File: config.mk
export PLATFORM = sky130hd
export DESIGN_NAME = hex_field_formatter
export DESIGN_NICKNAME = d
export VERILOG_FILES = /design/src/rtl/hff_pkg.sv /design/src/rtl/hff_front.sv /design/src/rtl/hff_queue.sv /design/src/rtl/hff_back.sv /design/src/rtl/hex_field_formatter.sv
export SDC_FILE = /design/constraint.sdc
export NUM_CORES = 1
export LEC_CHECK = 0
export BUFFER_PORTS_ARGS = -buffer_cell sky130_fd_sc_hd__buf_4
export CAP_MARGIN = 20
export CORE_MARGIN = 2
export CORE_UTILIZATION = 35
export CTS_BUF_LIST = sky130_fd_sc_hd__clkbuf_16
export CTS_CLUSTER_DIAMETER = 200
export CTS_CLUSTER_SIZE = 28
export DETAILED_ROUTE_END_ITERATION = 12
export HOLD_SLACK_MARGIN = 0.12
export PLACE_DENSITY_LB_ADDON = 0.3
export SKIP_LAST_GASP = 1
export SYNTH_ARGS = -nofsm -noshare
export SYNTH_HDL_FRONTEND = slang
export SYNTH_SLANG_ARGS = --single-unit
File: constraint.sdc
create_clock -name clk -period 5.1 [get_ports clk]
set_input_delay 0.255 -clock clk [delete_from_list [all_inputs] [get_ports clk]]
set_output_delay 0.255 -clock clk [all_outputs]
set_load 0.02 [all_outputs]
File: src/rtl/hff_pkg.sv
package hff_pkg;

  localparam int LEN_W = 7;
  localparam int MAX_FIELD_DEF = 64;
  localparam int QUEUE_DEPTH = 2;
  localparam int NIBBLES = 8;

  localparam logic [7:0] CH_ZERO = 8'h30;
  localparam logic [7:0] CH_SPACE = 8'h20;
  localparam logic [7:0] CH_LOWER_A = 8'h61;
  localparam logic [7:0] CH_UPPER_A = 8'h41;

  typedef struct packed {
    logic [31:0]       value;
    logic [6:0]        width;
    logic signed [7:0] precision;
    logic              left_justify;
    logic              zero_pad;
    logic              upper_case;
  } in_item_t;

  typedef struct packed {
    logic [7:0] character;
    logic       last;
    logic [6:0] total_length;
  } out_item_t;

  typedef struct packed {
    logic [31:0]      value;
    logic [LEN_W-1:0] pad_len;
    logic [LEN_W-1:0] body_len;
    logic [LEN_W-1:0] total;
    logic             left_justify;
    logic             zero_pad;
    logic             upper_case;
    logic             blank;
  } desc_t;

endpackage

File: src/rtl/hff_front.sv
module hff_front #(
  parameter int MAX_FIELD = hff_pkg::MAX_FIELD_DEF
) (
  input  logic             clk,
  input  logic             rst,
  input  logic             start,
  input  hff_pkg::in_item_t item,
  output logic             busy,
  input  logic             q_full,
  output logic             push,
  output hff_pkg::desc_t   desc
);

  localparam logic [hff_pkg::LEN_W-1:0] MaxLen = hff_pkg::LEN_W'(MAX_FIELD);

  hff_pkg::in_item_t      held;
  logic                   held_valid;
  logic                   held_valid_next;
  logic                   consumed;
  logic                   drop;
  logic [hff_pkg::LEN_W-1:0] width_c;
  logic [hff_pkg::LEN_W-1:0] prec_c;
  logic                   prec_none;
  logic [hff_pkg::LEN_W-1:0] digits;
  logic [hff_pkg::LEN_W-1:0] body;
  logic [hff_pkg::LEN_W-1:0] pad;
  logic                   blank;

  always_comb begin
    width_c = (held.width > MaxLen) ? MaxLen : held.width;
    prec_none = held.precision[7];
    prec_c = (held.precision[6:0] > MaxLen) ? MaxLen : held.precision[6:0];
    digits = hff_pkg::LEN_W'(1);
    for (int i = 1; i < hff_pkg::NIBBLES; i++) begin
      if (held.value[i*4 +: 4] != 4'd0) begin
        digits = hff_pkg::LEN_W'(i + 1);
      end
    end
    body = (!prec_none && (prec_c > digits)) ? prec_c : digits;
    pad = (width_c > body) ? (width_c - body) : '0;
    blank = !prec_none && (prec_c == '0) && (held.value == 32'd0);
    drop = blank && (width_c == '0);
  end

  always_comb begin
    desc.value = held.value;
    desc.pad_len = pad;
    desc.body_len = body;
    desc.total = pad + body;
    desc.left_justify = held.left_justify;
    desc.zero_pad = held.zero_pad;
    desc.upper_case = held.upper_case;
    desc.blank = blank;
  end

  assign consumed = held_valid && (drop || !q_full);
  assign push = held_valid && !drop && !q_full;
  assign busy = held_valid && !consumed;

  always_comb begin
    held_valid_next = held_valid;
    if (start && !busy) begin
      held_valid_next = 1'b1;
    end else if (consumed) begin
      held_valid_next = 1'b0;
    end
  end

  always_ff @(posedge clk) begin
    if (rst) begin
      held_valid <= 1'b0;
    end else begin
      held_valid <= held_valid_next;
    end
  end

  always_ff @(posedge clk) begin
    if (start && !busy) begin
      held <= item;
    end
  end

endmodule

File: src/rtl/hff_queue.sv
module hff_queue #(
  parameter int DEPTH = hff_pkg::QUEUE_DEPTH
) (
  input  logic           clk,
  input  logic           rst,
  input  logic           push,
  input  hff_pkg::desc_t wdata,
  input  logic           pop,
  output hff_pkg::desc_t rdata,
  output logic           full,
  output logic           empty
);

  localparam int PTR_W = (DEPTH > 1) ? $clog2(DEPTH) : 1;
  localparam int CNT_W = $clog2(DEPTH + 1);

  hff_pkg::desc_t     entries [DEPTH];
  logic [PTR_W-1:0]   wr_ptr;
  logic [PTR_W-1:0]   rd_ptr;
  logic [CNT_W-1:0]   count;

  assign full = (count == CNT_W'(DEPTH));
  assign empty = (count == '0);
  assign rdata = entries[rd_ptr];

  always_ff @(posedge clk) begin
    if (rst) begin
      wr_ptr <= '0;
      rd_ptr <= '0;
      count <= '0;
    end else begin
      if (push) begin
        wr_ptr <= (wr_ptr == PTR_W'(DEPTH - 1)) ? '0 : wr_ptr + PTR_W'(1);
      end
      if (pop) begin
        rd_ptr <= (rd_ptr == PTR_W'(DEPTH - 1)) ? '0 : rd_ptr + PTR_W'(1);
      end
      if (push && !pop) begin
        count <= count + CNT_W'(1);
      end else if (pop && !push) begin
        count <= count - CNT_W'(1);
      end
    end
  end

  always_ff @(posedge clk) begin
    if (push) begin
      entries[wr_ptr] <= wdata;
    end
  end

endmodule

File: src/rtl/hff_back.sv
module hff_back (
  input  logic               clk,
  input  logic               rst,
  input  logic               q_empty,
  input  hff_pkg::desc_t     q_data,
  output logic               pop,
  output logic               strobe,
  output hff_pkg::out_item_t result
);

  hff_pkg::desc_t            cur;
  logic                      active;
  logic [hff_pkg::LEN_W-1:0] pos;
  logic                      finishing;
  logic                      load;
  logic                      in_body;
  logic [hff_pkg::LEN_W-1:0] body_pos;
  logic [hff_pkg::LEN_W-1:0] nib_idx;
  logic [3:0]                nib;
  logic [7:0]                hex_char;
  logic [7:0]                pad_char;
  logic [7:0]                ch;
  logic                      is_last;

  assign is_last = (pos == cur.total - hff_pkg::LEN_W'(1));
  assign finishing = active && is_last;
  assign load = (!active || finishing) && !q_empty;
  assign pop = load;

  always_comb begin
    in_body = cur.left_justify ? (pos < cur.body_len) : (pos >= cur.pad_len);
    body_pos = cur.left_justify ? pos : (pos - cur.pad_len);
    nib_idx = cur.body_len - hff_pkg::LEN_W'(1) - body_pos;
    nib = (nib_idx < hff_pkg::LEN_W'(hff_pkg::NIBBLES))
        ? 4'(cur.value >> {nib_idx[2:0], 2'b00}) : 4'd0;
    if (nib <= 4'd9) begin
      hex_char = hff_pkg::CH_ZERO + {4'd0, nib};
    end else begin
      hex_char = (cur.upper_case ? hff_pkg::CH_UPPER_A : hff_pkg::CH_LOWER_A)
               + {4'd0, nib} - 8'd10;
    end
    pad_char = cur.zero_pad ? hff_pkg::CH_ZERO : hff_pkg::CH_SPACE;
    if (!in_body) begin
      ch = pad_char;
    end else if (cur.blank) begin
      ch = hff_pkg::CH_SPACE;
    end else begin
      ch = hex_char;
    end
  end

  always_ff @(posedge clk) begin
    if (rst) begin
      active <= 1'b0;
      strobe <= 1'b0;
    end else begin
      strobe <= active;
      if (load) begin
        active <= 1'b1;
      end else if (finishing) begin
        active <= 1'b0;
      end
    end
  end

  always_ff @(posedge clk) begin
    if (load) begin
      cur <= q_data;
      pos <= '0;
    end else if (active) begin
      pos <= pos + hff_pkg::LEN_W'(1);
    end
    result.character <= ch;
    result.last <= is_last;
    result.total_length <= is_last ? cur.total : '0;
  end

endmodule

File: src/rtl/hex_field_formatter.sv
// Formats a 32-bit value as a hexadecimal text field and streams it out one
// ASCII character per clock cycle on result, marked by strobe, with last and
// total_length on the final character. An item has as many characters as
// the larger of the width and the digit or precision count, at most
// MAX_FIELD; an item that prints nothing is dropped and gives no output. An
// input register and a two-entry descriptor queue sit in front of the
// character generator, so new items are taken while earlier ones stream.
// Output cannot be stalled; busy rises only while both queue entries and the
// input register are taken. An item passes the input register, a queue
// entry and the register cur before its first character is put on result.
module hex_field_formatter #(
  parameter int MAX_FIELD = hff_pkg::MAX_FIELD_DEF
) (
  input  logic               clk,
  input  logic               rst,
  input  logic               start,
  input  hff_pkg::in_item_t  item,
  output logic               busy,
  output logic               strobe,
  output hff_pkg::out_item_t result
);

  hff_pkg::desc_t push_desc;
  hff_pkg::desc_t head_desc;
  logic           push;
  logic           pop;
  logic           q_full;
  logic           q_empty;

  hff_front #(
    .MAX_FIELD(MAX_FIELD)
  ) u_front (
    .clk   (clk),
    .rst   (rst),
    .start (start),
    .item  (item),
    .busy  (busy),
    .q_full(q_full),
    .push  (push),
    .desc  (push_desc)
  );

  hff_queue #(
    .DEPTH(hff_pkg::QUEUE_DEPTH)
  ) u_queue (
    .clk  (clk),
    .rst  (rst),
    .push (push),
    .wdata(push_desc),
    .pop  (pop),
    .rdata(head_desc),
    .full (q_full),
    .empty(q_empty)
  );

  hff_back u_back (
    .clk    (clk),
    .rst    (rst),
    .q_empty(q_empty),
    .q_data (head_desc),
    .pop    (pop),
    .strobe (strobe),
    .result (result)
  );

endmodule

==> results of run 1 <==
-- cell families after synthesis --
kind of cell,after synthesis,synth area share
AND/OR/NAND/NOR,163,0.0828
other,1,0.000351
buffers and inverters,51,0.0191
multiplexers,78,0.0902
XOR/XNOR,31,0.0254
adder cells (fa/ha/maj),44,0.0544
AO/OA/AOI/OAI,83,0.0518
flip-flops,250,0.676
-- state kept, by name, indices dropped and copies added, names as in the netlist --
register,count
u_front.held,15
u_queue.wr_ptr,1
u_queue.entries,114
u_back.pos,7
u_back.result,15
u_front.desc,35
u_front.held_valid,1
u_queue.count,2
u_queue.rd_ptr,1
u_back.active,1
u_back.cur,57
u_back.strobe,1
-- cells in the mapped netlist, drive strengths merged, types with 3 or more instances --
cell type,number,area share
fa,4,0.0075
a41oi,3,0.0025
a21oi,20,0.0094
a211oi,4,0.0033
o211ai,3,0.0021
mux2i,7,0.0066
dfxtp,29,0.054
nor3b,3,0.0021
ha,40,0.047
and2,13,0.0076
clkbuf,12,0.0042
o21ai,21,0.0098
mux4,8,0.017
nand2b,9,0.0053
nor2,43,0.015
xnor2,18,0.015
nor3,11,0.0052
buf,3,0.0022
nor4,12,0.0070
edfxtp,221,0.62
nor2b,18,0.011
nand2,18,0.0063
xor2,13,0.011
or3,4,0.0023
inv,36,0.013
and3,5,0.0030
and3b,4,0.0033
nand4,9,0.0053
mux2,63,0.067
a31oi,3,0.0018
or4,3,0.0021
o311ai,3,0.0025
a21o,9,0.0064
-- metal layers --
layer	up-vias	global-route usage	part of all wire
met2	101	0.206	0.46
met5	-	0	0
met1	2981	0.194	0.49
met3	17	0.0153	0.034
li1	3010	-	-
met4	0	0.0251	0.013
-- metrics by stage --
step                power [mW]   util  area [um2]  hold slack [ns]
floorplan                 4.62      -       10700            0.322
global placement          5.28  0.404       12100            0.433
detailed placement        5.31  0.404       12100            0.434
CTS                       6.40  0.433       12900            0.437
global route              6.78  0.440       13100            0.443
finish                    6.38  0.440       13100            0.460
-- power by group --
part	switching (mW)	internal, mW	total, mW
Combinational	1.25	1.13	2.38
Sequential	0.246	2.71	2.95
Clock	0.607	0.439	1.05
Total	2.10	4.28	6.38
-- cell type report --
| class | instances | area, um2 |
|---|---|---|
| tap | 390 | 488 |
| clock inverter | 7 | 38.8 |
| fill | 2671 | 16700 |
| clock buffer | 12 | 300 |
| multi-input combinational | 400 | 3470 |
| inverter | 36 | 135 |
| timing repair buffer | 180 | 1480 |
| sequential | 250 | 7220 |
-- timing repair --
action / 4_1_cts / 5_1_grt
hold buffers: 53 / 0
gates resized for setup: 3 / 32
setup endpoints to repair: 2 / 6
pin swaps: 2 / 16
cloned: 0 / 0
buffers inserted: 1 / 5
endpoints found under the hold margin: 57 / 0
-- critical path, stage by stage (launching register included) --
cell      delay (ns)
edfxtp_1        0.41
or4_4           0.57
nand2b_4        0.16
and3_4          0.14
o21ai_2         0.15
ha_1            0.26
nand2_1         0.08
o21ai_2         0.06
a31oi_2         0.19
buf_4           0.15
mux2_4          0.31
ha_4            0.29
nand2b_4        0.06
a21oi_4         0.18
o31ai_4         0.09
a41oi_2         0.27
and2_4          0.21
ha_4            0.20
nor2b_4         0.12
o21ai_2         0.18
a21boi_2        0.08
buf_4           0.14
o211ai_1        0.19
nand3_2         0.10
xor2_1          0.16
-- final timing paths --
kind / slack, ns / startpoint / depth (start not counted) / endpoint
worst min register to register: 0.49 / u_front.desc[26] / 0 / u_queue.entries[1][26]
worst max-delay path: 0.1 / u_front.desc[35] / 24 / u_queue.entries[1][10]
worst min-delay path: 0.46 / item[3] / 2 / u_front.held[3]
worst max register to register: 0.1 / u_front.desc[35] / 24 / u_queue.entries[1][10]
==> flow_results.xml, run 1 <==
<?xml version="1.0" encoding="UTF-8"?>
<metrics>
  <group name="layout">
    <metric name="insertedDiodeCount" unit="">0</metric>
    <metric name="mostFrequentLayoutCell" unit="">edfxtp_1</metric>
    <metric name="net_total_in_the_final_layout" unit="">977</metric>
    <metric name="area.growth.synth_to_final" unit="%">23.0</metric>
    <metric name="share_of_final_layout_standard_cells_stronger_than_drive_strength_1" unit="">0.290</metric>
    <metric name="finish.cell_count_without_fillers" unit="">1275</metric>
    <metric name="layout.cells.most_common_list" unit="">edfxtp_1 (221), buf_4 (127), mux2_2 (60)</metric>
  </group>
  <group name="drt">
    <metric name="totalWireLength" unit="mm">20.7</metric>
    <metric name="routedWlPerCell" unit="um">16.2</metric>
    <metric name="firstDrtPassIters" unit="">4</metric>
    <metric name="via_count" unit="">6109</metric>
    <metric name="dr.first_iter.drc_count" unit="">316</metric>
    <metric name="drc" unit="">0</metric>
    <metric name="final_antenna_net_count" unit="">0</metric>
    <metric name="via_per_inst" unit="">4.79</metric>
  </group>
  <group name="timing">
    <metric name="final-hold-violation-count" unit="">0</metric>
    <metric name="max_freq" unit="MHz">200</metric>
    <metric name="grt_setup_unrepaired" unit="">true</metric>
    <metric name="max_slew_headroom" unit="">0.435</metric>
    <metric name="setup_ws" unit="ns">0.0979</metric>
    <metric name="timing.final.crit_share" unit="">0.981</metric>
    <metric name="fin_worst_skew" unit="ns">0.0340</metric>
    <metric name="worst_slew_pin_slew" unit="ns">0.847</metric>
    <metric name="timing.setup.tns" unit="ns">0</metric>
    <metric name="final_period_minus_worst_setup_slack" unit="ns">5.00</metric>
    <metric name="setup_viol_count_final" unit="">0</metric>
    <metric name="count_of_pins_over_their_slew_limit" unit="">0</metric>
  </group>
  <group name="worst_setup_path">
    <metric name="arrival" unit="ns">5.25</metric>
    <metric name="crit_required" unit="ns">5.34</metric>
    <metric name="crit_path_max_fanout" unit="">4</metric>
    <metric name="critPathCaptureType" unit="">register</metric>
    <metric name="worstSetupStartpointType" unit="">register</metric>
    <metric name="criticalPathCategory" unit="">register to register</metric>
  </group>
  <group name="logic_synthesis">
    <metric name="synth_enable_flop_cells" unit="">221</metric>
    <metric name="synthFlopType" unit="">edfxtp_1</metric>
    <metric name="syn_avg_cell_area" unit="um2">15.2</metric>
    <metric name="syn_nets" unit="">798</metric>
    <metric name="synthArstFlopShare" unit="">0</metric>
    <metric name="synth_seq_area_share" unit="">0.676</metric>
    <metric name="mappedNetlistArea" unit="um2">10700</metric>
    <metric name="syn-instance-count" unit="">701</metric>
    <metric name="yosysWarningCount" unit="">0</metric>
    <metric name="synth_seq_cells" unit="">250</metric>
    <metric name="distinct_cells_synth" unit="">59</metric>
  </group>
  <group name="clocking">
    <metric name="numClockSinks" unit="">250</metric>
    <metric name="clock_tree.root_cell" unit="">clkbuf_16</metric>
    <metric name="cts_tree" unit="">done</metric>
    <metric name="tritoncts.num_buffers" unit="">12</metric>
    <metric name="clock_latency" unit="ns">0.50</metric>
    <metric name="cts_max_path_buffers" unit="">3</metric>
    <metric name="clk_transition_reported_paths" unit="ns">0.11</metric>
    <metric name="cts-htree-levels" unit="">1</metric>
  </group>
  <group name="power_and_ir_drop">
    <metric name="leakagePower" unit="nW">4.89</metric>
    <metric name="vdd_ir_drop_max" unit="mV">0.235</metric>
    <metric name="power_density" unit="nW/um2">486</metric>
  </group>
  <group name="worst_hold_path">
    <metric name="hold_class" unit="">input port to register</metric>
  </group>
  <group name="global_routing">
    <metric name="grt_overflow_total" unit="">0</metric>
    <metric name="first_global_vias" unit="">5950</metric>
    <metric name="global_route_wire_length_before_repair" unit="mm">32.2</metric>
    <metric name="grt_antenna_before_repair" unit="">0</metric>
    <metric name="grt_max_degree" unit="">60</metric>
    <metric name="grt.total_usage" unit="">0.130</metric>
  </group>
  <group name="place">
    <metric name="numPlacedInstances" unit="">1197</metric>
    <metric name="finalWeightedCongestion" unit="">0.815</metric>
    <metric name="port_buffers" unit="">69</metric>
    <metric name="pre_cts_ws" unit="ns">-0.178</metric>
    <metric name="dp_hpwl" unit="mm">14.0</metric>
  </group>
  <group name="floorplan">
    <metric name="die_height" unit="um">179</metric>
    <metric name="std_cell_core_area" unit="um2">29900</metric>
    <metric name="initial_utilization" unit="">0.357</metric>
    <metric name="die_w" unit="um">179</metric>
    <metric name="std_cell_rows" unit="">63</metric>
    <metric name="top_level_ports" unit="">71</metric>
    <metric name="die_area" unit="um2">31900</metric>
  </group>
  <group name="flow_run">
    <metric name="max-cap-violations" unit="">0</metric>
  </group>
  <group name="outcome">
    <metric name="run_status" unit="">complete, no violations</metric>
  </group>
</metrics>
No activity file was read; power rests on OpenSTA's default activity.
==> run 2, diff against run 1 <==
CTS_BUF_LIST = not set   (was sky130_fd_sc_hd__clkbuf_16)
==> run 2 against run 1 <==
Net effect: clock power is essentially flat; wire length is essentially flat; clock skew is essentially flat; critical endpoint unchanged; highest routed layer unchanged.
==> flow_results.xml, run 2 (same netlist as run 1, synthesis figures left out) <==
<?xml version="1.0" encoding="UTF-8"?>
<metrics>
  <group name="layout">
    <metric name="share_of_final_layout_standard_cells_stronger_than_drive_strength_1" unit="">0.292</metric>
    <metric name="net_total_in_the_final_layout" unit="">977</metric>
    <metric name="largest_reg_flops" unit="">114</metric>
    <metric name="layout.cells.most_common_list" unit="">edfxtp_1 (221), buf_4 (127), mux2_2 (60)</metric>
    <metric name="area.growth.synth_to_final" unit="%">23.1</metric>
    <metric name="insertedDiodeCount" unit="">0</metric>
    <metric name="filler_cell_count" unit="">2670</metric>
    <metric name="fin_area" unit="um2">13100</metric>
    <metric name="top_register" unit="">u_queue.entries</metric>
    <metric name="mostFrequentLayoutCell" unit="">edfxtp_1</metric>
  </group>
  <group name="timing">
    <metric name="count_of_pins_over_their_slew_limit" unit="">0</metric>
    <metric name="max_slew_headroom" unit="">0.429</metric>
    <metric name="max_freq" unit="MHz">200</metric>
    <metric name="timing.final.crit_share" unit="">0.982</metric>
    <metric name="fin_worst_skew" unit="ns">0.0342</metric>
    <metric name="setup_viol_count_final" unit="">0</metric>
    <metric name="hold_ws" unit="ns">0.459</metric>
    <metric name="grt_setup_unrepaired" unit="">true</metric>
    <metric name="final-hold-violation-count" unit="">0</metric>
    <metric name="setup_ws" unit="ns">0.0912</metric>
    <metric name="timing.setup.tns" unit="ns">0</metric>
    <metric name="worst_slew_pin_slew" unit="ns">0.856</metric>
    <metric name="final_period_minus_worst_setup_slack" unit="ns">5.01</metric>
  </group>
  <group name="clocking">
    <metric name="cts-htree-levels" unit="">1</metric>
    <metric name="clock_latency" unit="ns">0.50</metric>
    <metric name="cts_tree" unit="">done</metric>
    <metric name="tritoncts.num_buffers" unit="">12</metric>
    <metric name="clock_tree.root_cell" unit="">clkbuf_16</metric>
    <metric name="cts_max_path_buffers" unit="">3</metric>
    <metric name="clk_transition_reported_paths" unit="ns">0.11</metric>
    <metric name="numClockSinks" unit="">250</metric>
  </group>
  <group name="floorplan">
    <metric name="std_cell_rows" unit="">63</metric>
    <metric name="std_cell_core_area" unit="um2">29900</metric>
    <metric name="die_w" unit="um">179</metric>
    <metric name="top_level_ports" unit="">71</metric>
    <metric name="die_area" unit="um2">31900</metric>
    <metric name="initial_utilization" unit="">0.357</metric>
    <metric name="die_height" unit="um">179</metric>
  </group>
  <group name="global_routing">
    <metric name="grt_max_degree" unit="">60</metric>
    <metric name="grt_antenna_before_repair" unit="">0</metric>
    <metric name="global_route_wire_length_before_repair" unit="mm">32.2</metric>
    <metric name="grt_overflow_total" unit="">0</metric>
    <metric name="first_global_vias" unit="">5951</metric>
    <metric name="grt.total_usage" unit="">0.130</metric>
  </group>
  <group name="drt">
    <metric name="routedWlPerCell" unit="um">16.2</metric>
    <metric name="routed.top_layer" unit="">met4</metric>
    <metric name="drc" unit="">0</metric>
    <metric name="met2_wirelength" unit="mm">9.51</metric>
    <metric name="via_count" unit="">6131</metric>
    <metric name="dr.first_iter.drc_count" unit="">280</metric>
    <metric name="met3RoutedLength" unit="um">754</metric>
    <metric name="firstDrtPassIters" unit="">4</metric>
    <metric name="final_antenna_net_count" unit="">0</metric>
    <metric name="via_per_inst" unit="">4.81</metric>
    <metric name="routedLengthMet1" unit="mm">10.1</metric>
    <metric name="totalWireLength" unit="mm">20.7</metric>
  </group>
  <group name="place">
    <metric name="dpl_cell_area" unit="um2">12100</metric>
    <metric name="finalWeightedCongestion" unit="">0.815</metric>
    <metric name="port_buffers" unit="">69</metric>
    <metric name="dp_hpwl" unit="mm">14.0</metric>
    <metric name="pre_cts_ws" unit="ns">-0.178</metric>
  </group>
  <group name="worst_hold_path">
    <metric name="hold_class" unit="">input port to register</metric>
  </group>
  <group name="outcome">
    <metric name="run_status" unit="">complete, no violations</metric>
  </group>
  <group name="flow_run">
    <metric name="max-cap-violations" unit="">0</metric>
  </group>
  <group name="worst_setup_path">
    <metric name="arrival" unit="ns">5.25</metric>
    <metric name="crit_required" unit="ns">5.34</metric>
    <metric name="critPathCaptureType" unit="">register</metric>
    <metric name="worstSetupStartpointType" unit="">register</metric>
    <metric name="crit_path_max_fanout" unit="">4</metric>
    <metric name="criticalPathCategory" unit="">register to register</metric>
  </group>
  <group name="power_and_ir_drop">
    <metric name="power_density" unit="nW/um2">487</metric>
    <metric name="leakagePower" unit="nW">4.87</metric>
    <metric name="vdd_ir_drop_max" unit="mV">0.234</metric>
  </group>
</metrics>
[run 2: area by class of cell]
| cell class | instances | area [um2] | area share |
|---|---|---|---|
| Clock buffer | 18 | 333 | 0.0253 |
| Clock inverter | 1 | 16.3 | 0.00124 |
| Inverter | 36 | 135 | 0.0103 |
| Multi-Input combinational cell | 400 | 3470 | 0.264 |
| Sequential cell | 250 | 7220 | 0.549 |
| Tap cell | 390 | 488 | 0.0371 |
| Timing Repair Buffer | 180 | 1480 | 0.113 |
[run 2: through the flow]
stage	util	power (mW)	instances
6_report	0.440	6.41	1275
5_1_grt	0.440	6.81	1275
4_1_cts	0.434	6.42	1270
3_5_place_dp	0.404	5.31	1197
3_3_place_gp	0.404	5.28	1197
2_1_floorplan	-	4.62	701
[run 2: power by group]
part | switching (mW) | internal (mW) | total [mW]
clock network | 0.608 | 0.464 | 1.07
registers | 0.246 | 2.71 | 2.95
logic | 1.25 | 1.13 | 2.38
total | 2.10 | 4.30 | 6.41
[run 2: final timing paths]
path,start,to,slack [ns],depth (start not counted)
hold / removal,item[3],u_front.held[3],0.46,2
setup reg to reg,u_front.desc[35],u_queue.entries[1][10],0.09,24
setup / recovery,u_front.desc[35],u_queue.entries[1][10],0.09,24
hold reg to reg,u_front.desc[26],u_queue.entries[1][26],0.49,0
[run 2: timing repair]
action / 4_1_cts / 5_1_grt
hold endpoints to repair: 57 / 0
hold buffers: 53 / 0
endpoints found under the setup margin: 2 / 6
pin swaps: 2 / 16
gates resized for setup: 3 / 32
setup buffers: 1 / 5
[run 2: worst max-delay path, stage by stage (launching register included)]
cell      delay (ns)
edfxtp_1        0.41
or4_4           0.58
nand2b_4        0.16
and3_4          0.14
o21ai_2         0.15
ha_1            0.26
nand2_1         0.08
o21ai_2         0.06
a31oi_2         0.19
buf_4           0.15
mux2_4          0.31
ha_4            0.29
nand2b_4        0.06
a21oi_4         0.18
o31ai_4         0.09
a41oi_2         0.27
and2_4          0.21
ha_4            0.20
nor2b_4         0.12
o21ai_2         0.18
a21boi_2        0.08
buf_4           0.14
o211ai_1        0.19
nand3_2         0.10
xor2_1          0.16
[run 2: routing by layer]
layer	GRT usage	vias up
met5	0	-
met4	0.0251	0
met3	0.0153	17
met2	0.206	109
met1	0.194	2995
li1	-	3010
